`src/rtl/bba_pkg.sv`:
```
`default_nettype none

package bba_pkg;

    localparam int ADDRESSABLE_BYTES = 8192;

    localparam logic [1:0] ACT_FIND  = 2'd0;
    localparam logic [1:0] ACT_WRITE = 2'd1;
    localparam logic [1:0] ACT_QUERY = 2'd2;

    typedef enum logic [1:0] {
        RK_ZERO,
        RK_FOUND,
        RK_WBIT,
        RK_QBIT
    } res_kind_t;

    typedef struct packed {
        logic      clear_step;
        logic      accept;
        logic      rd_en;
        logic      scan_next;
        logic      wr_en;
        logic      hint_found;
        logic      hint_full;
        logic      load_out;
        res_kind_t kind;
    } ctl_cmd_t;

    typedef struct packed {
        logic clr_last;
        logic is_find;
        logic is_write;
        logic is_query;
        logic in_map;
        logic map_full;
        logic byte_free;
        logic scan_last;
    } dp_status_t;

endpackage

`default_nettype wire

```
`src/rtl/bba_ctrl.sv`:
```
`default_nettype none

module bba_ctrl
    import bba_pkg::*;
(
    input  wire logic       clk,
    input  wire logic       rst_n,
    input  wire dp_status_t st,
    output ctl_cmd_t        cmd,
    input  wire logic       s_tvalid,
    output logic            s_tready,
    output logic            m_tvalid,
    input  wire logic       m_tready
);

    typedef enum logic [2:0] {
        ST_CLEAR,
        ST_IDLE,
        ST_DISPATCH,
        ST_READ,
        ST_CHECK,
        ST_DONE
    } state_t;

    state_t    state_reg, state_next;
    res_kind_t kind_reg, kind_next;
    logic      out_valid_reg, out_valid_next;

    always_comb
    begin
        state_next     = state_reg;
        kind_next      = kind_reg;
        out_valid_next = out_valid_reg && !m_tready;
        cmd            = '0;
        cmd.kind       = kind_reg;
        unique case (state_reg)
            ST_CLEAR:
            begin
                cmd.clear_step = 1'b1;
                if (st.clr_last)
                begin
                    state_next = ST_IDLE;
                end
            end
            ST_IDLE:
            begin
                if (s_tvalid)
                begin
                    cmd.accept = 1'b1;
                    state_next = ST_DISPATCH;
                end
            end
            ST_DISPATCH:
            begin
                priority if (st.is_find)
                begin
                    if (st.map_full)
                    begin
                        kind_next  = RK_ZERO;
                        state_next = ST_DONE;
                    end
                    else
                    begin
                        state_next = ST_READ;
                    end
                end
                else if ((st.is_write || st.is_query) && st.in_map)
                begin
                    state_next = ST_READ;
                end
                else
                begin
                    kind_next  = RK_ZERO;
                    state_next = ST_DONE;
                end
            end
            ST_READ:
            begin
                cmd.rd_en  = 1'b1;
                state_next = ST_CHECK;
            end
            ST_CHECK:
            begin
                priority if (st.is_find)
                begin
                    priority if (st.byte_free)
                    begin
                        cmd.hint_found = 1'b1;
                        kind_next      = RK_FOUND;
                        state_next     = ST_DONE;
                    end
                    else if (st.scan_last)
                    begin
                        cmd.hint_full = 1'b1;
                        kind_next     = RK_ZERO;
                        state_next    = ST_DONE;
                    end
                    else
                    begin
                        cmd.scan_next = 1'b1;
                        state_next    = ST_READ;
                    end
                end
                else if (st.is_write)
                begin
                    cmd.wr_en  = 1'b1;
                    kind_next  = RK_WBIT;
                    state_next = ST_DONE;
                end
                else
                begin
                    kind_next  = RK_QBIT;
                    state_next = ST_DONE;
                end
            end
            ST_DONE:
            begin
                if (!out_valid_reg || m_tready)
                begin
                    cmd.load_out   = 1'b1;
                    out_valid_next = 1'b1;
                    state_next     = ST_IDLE;
                end
            end
            default:
            begin
                state_next = ST_IDLE;
            end
        endcase
    end

    always_ff @(posedge clk or negedge rst_n)
    begin
        if (!rst_n)
        begin
            state_reg     <= ST_CLEAR;
            kind_reg      <= RK_ZERO;
            out_valid_reg <= 1'b0;
        end
        else
        begin
            state_reg     <= state_next;
            kind_reg      <= kind_next;
            out_valid_reg <= out_valid_next;
        end
    end

    assign s_tready = (state_reg == ST_IDLE);
    assign m_tvalid = out_valid_reg;

`ifndef NO_ASSERTIONS
    a_one_in_flight: assert property (@(posedge clk) disable iff (!rst_n)
        (s_tvalid && s_tready) |=> !s_tready)
        else $error("input taken while a request is in progress");

    a_load_when_free: assert property (@(posedge clk) disable iff (!rst_n)
        cmd.load_out |-> (!out_valid_reg || m_tready))
        else $error("result overwrites an untaken transfer");

    a_write_not_find: assert property (@(posedge clk) disable iff (!rst_n)
        cmd.wr_en |-> (st.is_write && !st.is_find))
        else $error("bitmap write outside a write request");

    a_scan_bound: assert property (@(posedge clk) disable iff (!rst_n)
        cmd.scan_next |-> !st.scan_last)
        else $error("scan ran past the last byte");
`endif

endmodule

`default_nettype wire

```
`config.mk`:
```
export PLATFORM = sky130hd
export DESIGN_NAME = bba_ctrl
export DESIGN_NICKNAME = d
export VERILOG_FILES = /design/src/rtl/bba_pkg.sv /design/src/rtl/bba_ctrl.sv
export SDC_FILE = /design/constraint.sdc
export NUM_CORES = 1
export LEC_CHECK = 0
export ABC_AREA = 0
export BUFFER_PORTS_ARGS = -buffer_cell sky130_fd_sc_hd__buf_2
export CORE_AREA = 2 2 39 41
export DETAILED_ROUTE_END_ITERATION = 8
export DIE_AREA = 0 0 41 43
export HOLD_SLACK_MARGIN = 0.1
export SLEW_MARGIN = 20
export SYNTH_ARGS = -nofsm -noshare
export SYNTH_HDL_FRONTEND = slang
export SYNTH_SLANG_ARGS = --single-unit
export TNS_END_PERCENT = 30
```
`constraint.sdc`:
```
create_clock -name clk -period 3.38 [get_ports clk]
set_input_delay 0.676 -clock clk [delete_from_list [all_inputs] [get_ports clk]]
set_output_delay 0.676 -clock clk [all_outputs]
set_load 0.02 [all_outputs]
```
**Word-level counts from Yosys, hierarchy flattened**

Index checks and enable logic that the tools add are counted.

- Bits in registers: 6
- Input bits: 12
- Word-level logic and storage cells: 60
- Output and inout bits: 12

- Multiplexer cells: 36
- Reduce and logical (&&, ||, !) cells: 10
- Equality and inequality tests: 11

Operators by type and width:

| kind | count |
|---|---|
| 3-bit 2-to-1 mux | 9 |
| 3-bit case mux with 6 select lines | 1 |
| 1-bit 2-to-1 mux | 17 |
| 2-bit 2-to-1 mux | 7 |
| 3-bit by 2-bit equality test with 1-bit output (second input constant) | 2 |
| 3-bit equality test (second input constant) | 2 |
| 2-bit != test (second input constant) | 3 |
| 3-bit != test (second input constant) | 2 |
| 4-bit 2-to-1 mux | 1 |
| 4-bit != test (second input constant) | 1 |
| 2-bit case mux with 2 select lines | 1 |
| 4-bit AND reduction | 1 |
| 3-bit by 1-bit equality test with 1-bit output (second input constant) | 1 |
| 3-bit zero test | 1 |
| 3-bit AND reduction | 1 |
| 1-bit logical AND | 2 |
| 1-bit zero test | 2 |
| 1-bit logical OR | 2 |
| 2-bit nonzero test | 1 |

**Longest topological paths before layout**

Gate-level depths: netlist of the first run.

- Depth in word-level cells: 5
- Gate-level depth with buffers: 6
- Gate-level depth less buffers: 4

**Worst setup path after synthesis of the first run**

Ideal clock, no wire load.

- Kind: input -> output
- From: input port st[6] in the netlist's numbering
- To: output port cmd[6] in the netlist's numbering
- Path buffers: 1
- Required time: 2704 ps
- Stages on the path: 3
- Slack: 1212 ps
- Data arrival time: 1492 ps
- Cells stage by stage: buf_2 > or3b_1 > nor2_1

RTL lines:

| item | line | text |
|---|---|---|
| start: declaration | bba_ctrl.sv:8 | `input wire dp_status_t st,` |
| end: declaration | bba_ctrl.sv:9 | `output ctl_cmd_t cmd,` |

==> summary.txt, run 1 <==
STA
  – Final Hold Violating Endpoints: 0
  – Worst slew pin tran: roughly 0.32 ns
  – Clk_skew: 0.0001817 ns
  – Fmax achieved: 429.6 MHz
  – Slew Limit Fails: 0
  – Fin crit share: 68.86%
  – TNS Setup: 0 ns
  – Slew HR: 78.77%
  – Final Setup Violations: 0
  – Final worst slack: 1.052 ns
  – RSZ-0062 raised after global routing: no
  – Hold_ws: 0.2502 ns
  – Final min period: 2.328 ns

Power
  – Pleak: ~0.00027 uW
  – P per Cell Area: 776.5 mW/mm^2
  – Max VDD drop: around 0.34 mV

Place
  – Detailed placement HPWL: 665.9 um
  – Final Wtd Congestion: 0.7303
  – Post-Place Setup Slack: around 1.2 ns
  – Cell Area, Placed: 519.2 sq um
  – Placed cell count: 81
  – Port bufs: 23

Run
  – MaxCap Viol Count: 0

Synth
  – Yosys cell types: 25
  – Mean Syn Cell Area: 8.892 sq um
  – Synthesized area: 417.9 sq um
  – Sequential element share of the synthesized area: 35.93%
  – Synthesized instance count: 47
  – Synthesized net count: 59
  – Post-synthesis async set-or-reset flop share: 100.0%
  – Top post-synthesis cells by count: dfrtp_1 (6), nor2_1 (6)
  – Cell taking the most area after synthesis: dfrtp_1
  – Number of synthesized flops with an enable pin: 0
  – Share of the synthesized area in the top cell type: between 30 and 40%
  – Main flop type after synthesis: dfrtp_1
  – Synth warn: 0
  – Post-synthesis register bit count: 6
  – Dominant cells by area after synthesis: dfrtp_1 (36%), mux2_2 (5.4%), nor2_1 (5.4%)

Critical path
  – Highest-delay cell along the critical path: or3b_1
  – Reg2reg path depth: 4
  – Worst Path Required: 2.70 ns
  – CP Capture Type: primary output
  – Origin of the worst setup path: state_reg[0]$_DFFE_PN0P_
  – Arrival @ worst endpoint: 1.65 ns
  – Crit Path Class: reg -> out
  – Reg2reg start: state_reg[0]$_DFFE_PN0P_
  – Worst stage delay on the critical path: 0.54 ns
  – Reg-to-reg critical path endpoint: kind_reg[1]$_DFFE_PN0P_
  – Crit Path Max Fanout: 11
  – Reg2reg setup slack: 1.88 ns
  – CP startpoint kind: register
  – CP endpoint: cmd[5]
  – CP cell instances: or3b_1 > nor3b_1 > buf_2

Final layout
  – Fin area: 541.8 sq um
  – Non-Filler Instances: 84
  – Layout cells sized above 1: between 40% and 50%
  – Max reg flops: 3
  – # diodes: 0
  – Area delta synth->final: 29.64%
  – Nets: 82

Routing
  – Starting DRT DRC Count: 1
  – DRC: 0
  – Vias per cell: about 4.6
  – 1st-pass router iterations: 2
  – Vias: 387
  – DR WL/cell: 10.17 um
  – ANT nets after route: 0
  – Post-Route WL: about 850 um

CTS
  – Clock slew at the register clock pins of the worst setup and hold paths: approximately 0.040 ns
  – CTS Sinks: 6
  – CTS tree: yes
  – CTS resizes: 0
  – Hold_buf cts: 0
  – CTS Buf Count: 3
  – H-tree depth: 1
  – Clock root buffer: clkbuf_4
  – Total setup buffers inserted after CTS: 0
  – Max clock buf depth: 2
  – Worst-Skew Late Latency: between 0.2 and 0.25 ns

Min path
  – Type of the most critical hold path: in -> async

Floorplan
  – Total I/O pin count: 24
  – Die ar.: roughly 0.0018 sq mm
  – Die width: 41 um
  – Die height: 43 um
  – Initial Utilization: ~30%
  – Core ar.: 0.001384 sq mm
  – Std cell rows: 14

Global routing
  – Vias in the first global route: 330
  – Largest net degree at the start of global routing: 13
  – First-pass GRT wire length: 1.317 mm
  – Tot GR Track Use: 10.72%
  – Initial antenna violation count: 0
  – Grt total ovfl: 0

Run status
  – Status: complete, no violations
report_power, final:
group          internal (uW)  leakage (uW)  switching, uW  total, uW
logic                   91.9      0.000177            117        209
clock network           40.0     0.0000138           23.8       63.8
registers                103     0.0000762           44.8        147
total                    235      0.000267            186        421
layout make-up:
class | count | area, sq um
timing repair buffer | 23 | 115.1
fill | 156 | 842.1
tap | 16 | 20.02
multi-input combinational | 36 | 234.0
clock buffer | 3 | 22.52
sequential | 6 | 150.1
layer usage:
metal,vias up,track usage (%),routed length (um)
met5,-,0,0
met4,0,4.000,0
met3,0,3.141,71
li1,213,-,-
met2,17,16.25,364
met1,157,13.82,417
how the worst min path moves through the flow:
stage                                       start                  endpoint  slack (ns)  cells past startpoint
after floorplan                             rst_n   kind_reg[0]$_DFFE_PN0P_        0.38                      0
after global placement    kind_reg[0]$_DFFE_PN0P_   kind_reg[0]$_DFFE_PN0P_        0.48                      1
after detailed placement  kind_reg[1]$_DFFE_PN0P_   kind_reg[1]$_DFFE_PN0P_        0.48                      1
after CTS                                   rst_n  state_reg[0]$_DFFE_PN0P_        0.25                      1
after global routing                        rst_n  state_reg[0]$_DFFE_PN0P_        0.25                      1
final                                       rst_n  state_reg[0]$_DFFE_PN0P_        0.25                      1
placed cells by master, fill, tap and decap left out, drive strengths merged:
cell	count
a31oi	1
nor3b	3
a21o	1
a21oi	1
nor2	6
nand3b	1
dfrtp	6
o22ai	2
o21ai	3
nor3	2
nor2b	1
o2bb2ai	2
or2b	1
mux2	2
and2	1
or3b	2
and3b	1
nand2	3
or3	1
clkbuf	3
o21a	1
o21bai	1
buf	23
kinds of logic after synthesis:
group	count (synthesis)	share of synthesized area, %
and+or+nand+nor	22	30.24
buffers and inverters	5	8.083
muxes	2	5.389
DFF	6	35.93
AOI/OAI and AO/OA	12	20.36
stage by stage:
step	utilization, %	power [uW]
final	39.15	420.7
after global routing	39.15	457.9
after CTS	39.15	426.0
after detailed placement	37.52	360.1
after global placement	37.52	359.9
after floorplan	-	310.1
critical path, delay by kind of cell (launching register included):
| family | cells | cell delay, ns |
|---|---|---|
| buffers and inverters | 1 | 0.19 |
| DFF | 1 | 0.47 |
| and+or+nand+nor | 2 | 0.75 |
Note: power is estimated with default switching activity, not from simulation.
==> run 2: changes to the inputs <==
Clock period 3.38 ns to 2.38 ns, I/O delays scaled along.
==> summary.txt, run 2 (synthesis results as in run 1) <==
Critical path
  – Arrival @ worst endpoint: 1.65 ns (about the same)
  – Reg-to-reg critical path endpoint: kind_reg[1]$_DFFE_PN0P_
  – CP endpoint: cmd[5]
  – Crit Path Class: reg -> out
  – CP startpoint kind: register
  – Reg2reg setup slack: 0.89 ns (-0.99 ns)
  – Worst Path Required: 1.90 ns (-0.80 ns)
  – Origin of the worst setup path: state_reg[1]$_DFFE_PN0P_
  – Crit Path Max Fanout: 12 (+1)
  – Reg2reg path depth: 4 (unchanged)
  – Reg2reg start: state_reg[1]$_DFFE_PN0P_
  – CP Capture Type: primary output

CTS
  – Clock slew at the register clock pins of the worst setup and hold paths: 0.04 ns (about the same)
  – CTS Buf Count: 3 (unchanged)
  – Worst-Skew Late Latency: 0.24 ns (about the same)
  – H-tree depth: 1 (unchanged)
  – Clock root buffer: clkbuf_4
  – CTS Sinks: 6 (unchanged)
  – CTS resizes: 0 (unchanged)
  – CTS tree: yes
  – Max clock buf depth: 2 (unchanged)
  – Hold_buf cts: 1 (+1)
  – Total setup buffers inserted after CTS: 0 (unchanged)

Final layout
  – Max reg flops: 3 (unchanged)
  – # diodes: 0 (unchanged)
  – Area delta synth->final: 32.04%
  – Fin area: 551.8 sq um (+1.8%)
  – Reg area: 150.1 sq um (unchanged)
  – Layout Utilization: 39.87% (+0.72 points)
  – Commonest non-fill, non-tap cell in the layout: buf_2
  – Layout cells sized above 1: 42.03% (-0.62 points)
  – Area of the multi-input gates: 234.0 sq um (unchanged)
  – Commonest cells after routing, fill and taps aside: buf_2 (23), nor2_1 (6), dfrtp_1 (6)
  – Non-Filler Instances: 85 (+1.2%)
  – Nets: 83 (+1.2%)
  – Fill cells: 154 (-1.3%)

Routing
  – DRC: 0 (unchanged)
  – 1st-pass router iterations: 4 (+2)
  – Starting DRT DRC Count: 7 (+6)
  – ANT nets after route: 0 (unchanged)
  – Vias per cell: 4.776 (+3.7%)
  – Vias: 406 (+4.9%)
  – Post-Route WL: 868 um (+1.6%)
  – DR WL/cell: 10.21 um (+0.44%)

Run
  – MaxCap Viol Count: 0 (unchanged)

Global routing
  – First-pass GRT wire length: 1.373 mm (+4.3%)
  – Vias in the first global route: 353 (+7.0%)
  – Tot GR Track Use: 11.35% (+0.63 points)
  – GRT busiest layer: met2
  – GR Layer Usage met2: 15.63% (-0.63 points)
  – Grt total ovfl: 0 (unchanged)
  – Largest net degree at the start of global routing: 13 (unchanged)
  – Initial antenna violation count: 0 (unchanged)
  – Met1 global-route usage: 15.56% (+1.7 points)
  – Met3 Resource Use GR: 3.141% (unchanged)

STA
  – Final Hold Violating Endpoints: 0 (unchanged)
  – Fin crit share: ~89%
  – Slew HR: 78.86% (+0.095 points)
  – Fmax achieved: 470.6 MHz
  – Worst slew pin tran: 0.3164 ns (-0.002113 ns)
  – Clk_skew: 0.002265 ns (+0.002084 ns)
  – Slew Limit Fails: 0 (unchanged)
  – TNS Setup: 0 ns (unchanged)
  – RSZ-0062 raised after global routing: no
  – Final Setup Violations: 0 (unchanged)
  – Final min period: between 2 and 2.5 ns

Floorplan
  – Die width: 41 um (unchanged)
  – Die ar.: 0.001763 sq mm (unchanged)
  – Die height: 43 um (unchanged)
  – Total I/O pin count: 24 (unchanged)
  – Initial Utilization: 30.20% (unchanged)
  – Core ar.: 0.001384 sq mm (unchanged)
  – Std cell rows: 14 (unchanged)

Place
  – Port bufs: 23 (unchanged)
  – Cell Area, Placed: 519.2 sq um (unchanged)
  – Placed cell count: 81 (unchanged)
  – Final Wtd Congestion: 0.7695 (+5.4%)
  – Detailed placement HPWL: 678.9 um (+2.0%)

Power
  – Pleak: 0.0002715 uW (+1.6%)
  – P per Cell Area: 1094 mW/mm^2 (+41%)
  – Max VDD drop: 0.5892 mV (+75%)

Run status
  – Status: complete, no violations

Min path
  – Type of the most critical hold path: reg -> reg
run 2: changes by cell type in the layout (fill, tap and decap cells not counted), sizes merged:
cell / before / now
dlygate4sd3: 0 / 1
run 2: worst min path at each step:
stage	slack, ns	to	from	cells after the start
3_5_place_dp	0.31	state_reg[0]$_DFFE_PN0P_	rst_n	1
6_report	0.49	kind_reg[1]$_DFFE_PN0P_	kind_reg[1]$_DFFE_PN0P_	1
4_1_cts	0.49	state_reg[1]$_DFFE_PN0P_	s_tvalid	2
2_1_floorplan	0.18	kind_reg[0]$_DFFE_PN0P_	rst_n	0
5_1_grt	0.52	kind_reg[1]$_DFFE_PN0P_	kind_reg[1]$_DFFE_PN0P_	1
3_3_place_gp	0.30	state_reg[0]$_DFFE_PN0P_	rst_n	1
run 2: worst max-delay path, stage by stage, from the launching register on:
cell and delay, ns:
dfrtp_1 0.48, or3b_1 0.53, nor3b_1 0.21, buf_2 0.19
run 2: routing by layer:
metal / part of all wire [%] / wire length [um]
met3: 9.8 / 85
met1: 51 / 444
met5: 0 / 0
met4: 0 / 0
met2: 39 / 338
run 2: through the flow:
stage	total power (uW)	worst slack (ns)	hold WS [ns]
floorplan	440.4	0.4321	0.1804
global placement	511.0	0.5462	0.3037
detailed placement	513.3	0.5205	0.3055
CTS	612.5	0.2485	0.4934
global route	657.5	0.1495	0.5151
finish	603.7	0.2549	0.4936
run 2: layout make-up:
type | instances | area share (%)
Clock buffer | 3 | 4.082
Multi-Input combinational cell | 36 | 42.40
Sequential cell | 6 | 27.21
Tap cell | 16 | 3.628
Timing Repair Buffer | 24 | 22.68
run 2: report_power, final:
group	total [uW]	switching [uW]	internal, uW
Combinational	305	173	132
Sequential	209	62.6	146
Clock	90.5	33.6	56.8
==> run 3: changes to the inputs <==
==> constraint.sdc (replaced) <==
create_clock -name clk -period 2.38 [get_ports clk]
set_input_delay 0.238 -clock clk [delete_from_list [all_inputs] [get_ports clk]]
set_output_delay 0.238 -clock clk [all_outputs]
set_load 0.02 [all_outputs]
==> summary.txt, run 3 (synthesis results as in run 1) <==
Routing
  – Met3 WL: 76 um (-11%)
  – Met2 wire length: 369 um (+9.2%)
  – DRC: 0 (unchanged)
  – 1st-pass router iterations: 2 (-2)
  – M1 WL: 448 um (+0.90%)
  – ANT nets after route: 0 (unchanged)
  – Starting DRT DRC Count: 5 (-2)
  – Top sig layer: met3
  – DR WL/cell: 10.53 um (+3.1%)
  – Vias per cell: 4.812 (+0.74%)
  – Post-Route WL: 895 um (+3.1%)
  – Vias: 409 (+0.74%)

Floorplan
  – Die height: 43 um (unchanged)
  – Die ar.: 0.001763 sq mm (unchanged)
  – Total I/O pin count: 24 (unchanged)
  – Core ar.: 0.001384 sq mm (unchanged)
  – Std cell rows: 14 (unchanged)
  – Die width: 41 um (unchanged)
  – Initial Utilization: 30.20% (unchanged)

Global routing
  – Vias in the first global route: 362 (+2.5%)
  – Initial antenna violation count: 0 (unchanged)
  – First-pass GRT wire length: 1.442 mm (+5.0%)
  – Tot GR Track Use: 11.81% (+0.46 points)
  – Largest net degree at the start of global routing: 13 (unchanged)
  – Grt total ovfl: 0 (unchanged)

STA
  – Clk_skew: 0.0004730 ns (-0.001792 ns)
  – Fmax achieved: 529.6 MHz (+13%)
  – Final Setup Violations: 0 (unchanged)
  – Slew HR: 78.68% (-0.18 points)
  – Final Hold Violating Endpoints: 0 (unchanged)
  – TNS Setup: 0 ns (unchanged)
  – Fin crit share: 79.33% (-10 points)
  – Worst slew pin tran: 0.3191 ns (+0.002730 ns)
  – RSZ-0062 raised after global routing: no
  – Final min period: 1.888 ns (-0.2371 ns)
  – Slew Limit Fails: 0 (unchanged)
  – Final worst slack: 0.4919 ns (+0.2371 ns)

Final layout
  – Layout cells sized above 1: 42.03% (unchanged)
  – Commonest cells after routing, fill and taps aside: buf_2 (23), nor2_1 (6), dfrtp_1 (6)
  – Commonest non-fill, non-tap cell in the layout: buf_2
  – Max reg flops: 3 (unchanged)
  – Non-Filler Instances: 85 (unchanged)
  – # diodes: 0 (unchanged)
  – Area delta synth->final: 32.04% (unchanged)
  – Fin area: 551.8 sq um (unchanged)
  – Nets: 83 (unchanged)

Min path
  – Hold path depth: 2 (+1)
  – Type of the most critical hold path: in -> reg

Place
  – Cell Area, Placed: 519.2 sq um (unchanged)
  – Post-Place Setup Slack: 0.7634 ns (+0.2429 ns)
  – Detailed placement HPWL: 689 um (+1.5%)
  – Port bufs: 23 (unchanged)
  – Final Wtd Congestion: 0.7694 (about the same)
  – Placed cell count: 81 (unchanged)

Run
  – MaxCap Viol Count: 0 (unchanged)

CTS
  – CTS Buf Count: 3 (unchanged)
  – H-tree depth: 1 (unchanged)
  – CTS tree: yes
  – CTS resizes: 0 (unchanged)
  – CTS Sinks: 6 (unchanged)
  – Max clock buf depth: 2 (unchanged)
  – Worst-Skew Late Latency: 0.24 ns (about the same)
  – Clock root buffer: clkbuf_4
  – Clock slew at the register clock pins of the worst setup and hold paths: 0.04 ns (about the same)

Critical path
  – Highest-delay cell along the critical path: or3b_1
  – Arrival @ worst endpoint: 1.65 ns (about the same)
  – Worst Path Required: 2.14 ns (+0.24 ns)
  – CP Capture Type: primary output
  – Worst stage delay on the critical path: 0.53 ns (about the same)
  – CP cell instances: or3b_1 > nor3b_1 > buf_2
  – Crit Path Max Fanout: 12 (unchanged)
  – Crit Path Class: reg -> out
  – Reg2reg path depth: 4 (unchanged)
  – CP startpoint kind: register

Power
  – Sw Pwr: 270.8 uW (+0.64%)
  – Internal Dissipation: 334.8 uW (about the same)
  – Seq pwr share: 34.2% (-0.3 points)
  – Max VDD drop: 0.5881 mV (-0.17%)
  – Switch share: 44.72% (+0.15 points)
  – Combinational share of power: 50.6% (about the same)
  – Pleak: 0.0002715 uW (unchanged)
  – P per Cell Area: 1097 mW/mm^2 (+0.31%)
  – Clock power frac: 15.3% (+0.3 points)

Run status
  – Status: complete, no violations
## run 3: cell counts in the layout (fill, tap and decap cells not counted)
Identical to the previous run, type by type.
## run 3: stage by stage
step                hold WS, ns  util, %  power (uW)
floorplan              -0.05759        -       440.4
global placement        0.06556    37.52       511.7
detailed placement      0.07278    37.52       514.7
CTS                      0.2521    39.87       612.8
global route             0.2692    39.87       662.5
finish                   0.2574    39.87       605.6
## run 3: metal layers
metal	vias up	global-route usage [%]
met5	-	0
met4	0	4.000
met3	0	4.712
met2	17	16.56
met1	176	16.01
li1	216	-
## run 3: repair_timing
item                      CTS  global route
hold buffers                1             0
hold endpoints to repair    6             0
setup buffers               0             0
## run 3: cell type report
| cell class | count | area [sq um] |
|---|---|---|
| fillers | 152 | 832.0 |
| flip-flops and latches | 6 | 150.1 |
| clock buffers | 3 | 22.52 |
| repair buffers | 24 | 125.1 |
| well taps | 16 | 20.02 |
| multi-input cells | 36 | 234.0 |
## run 3: final timing paths
path | startpoint | to | slack, ns
max in group asynchronous | rst_n | kind_reg[0]$_DFFE_PN0P_ | 1.89
min | s_tvalid | state_reg[1]$_DFFE_PN0P_ | 0.26
max | state_reg[1]$_DFFE_PN0P_ | cmd[5] | 0.49
min reg2reg | kind_reg[1]$_DFFE_PN0P_ | kind_reg[1]$_DFFE_PN0P_ | 0.49
min in group asynchronous | rst_n | state_reg[1]$_DFFE_PN0P_ | 0.35
max reg2reg | state_reg[1]$_DFFE_PN0P_ | kind_reg[1]$_DFFE_PN0P_ | 0.89
## run 3: critical path: cells and delay by family (launching register included)
kind | cells | cell delay, ns
flip-flops | 1 | 0.48
AND/OR/NAND/NOR | 2 | 0.74
buffers and inverters | 1 | 0.19
## run 3: power by group through the flow
stage | Clock, uW | Combinational, uW | Sequential, uW
global route | 102 | 341 | 219
detailed placement | 0 | 307 | 208
CTS | 95.8 | 310 | 207
finish | 92.4 | 306 | 207
global placement | 0 | 308 | 204
floorplan | 0 | 249 | 192
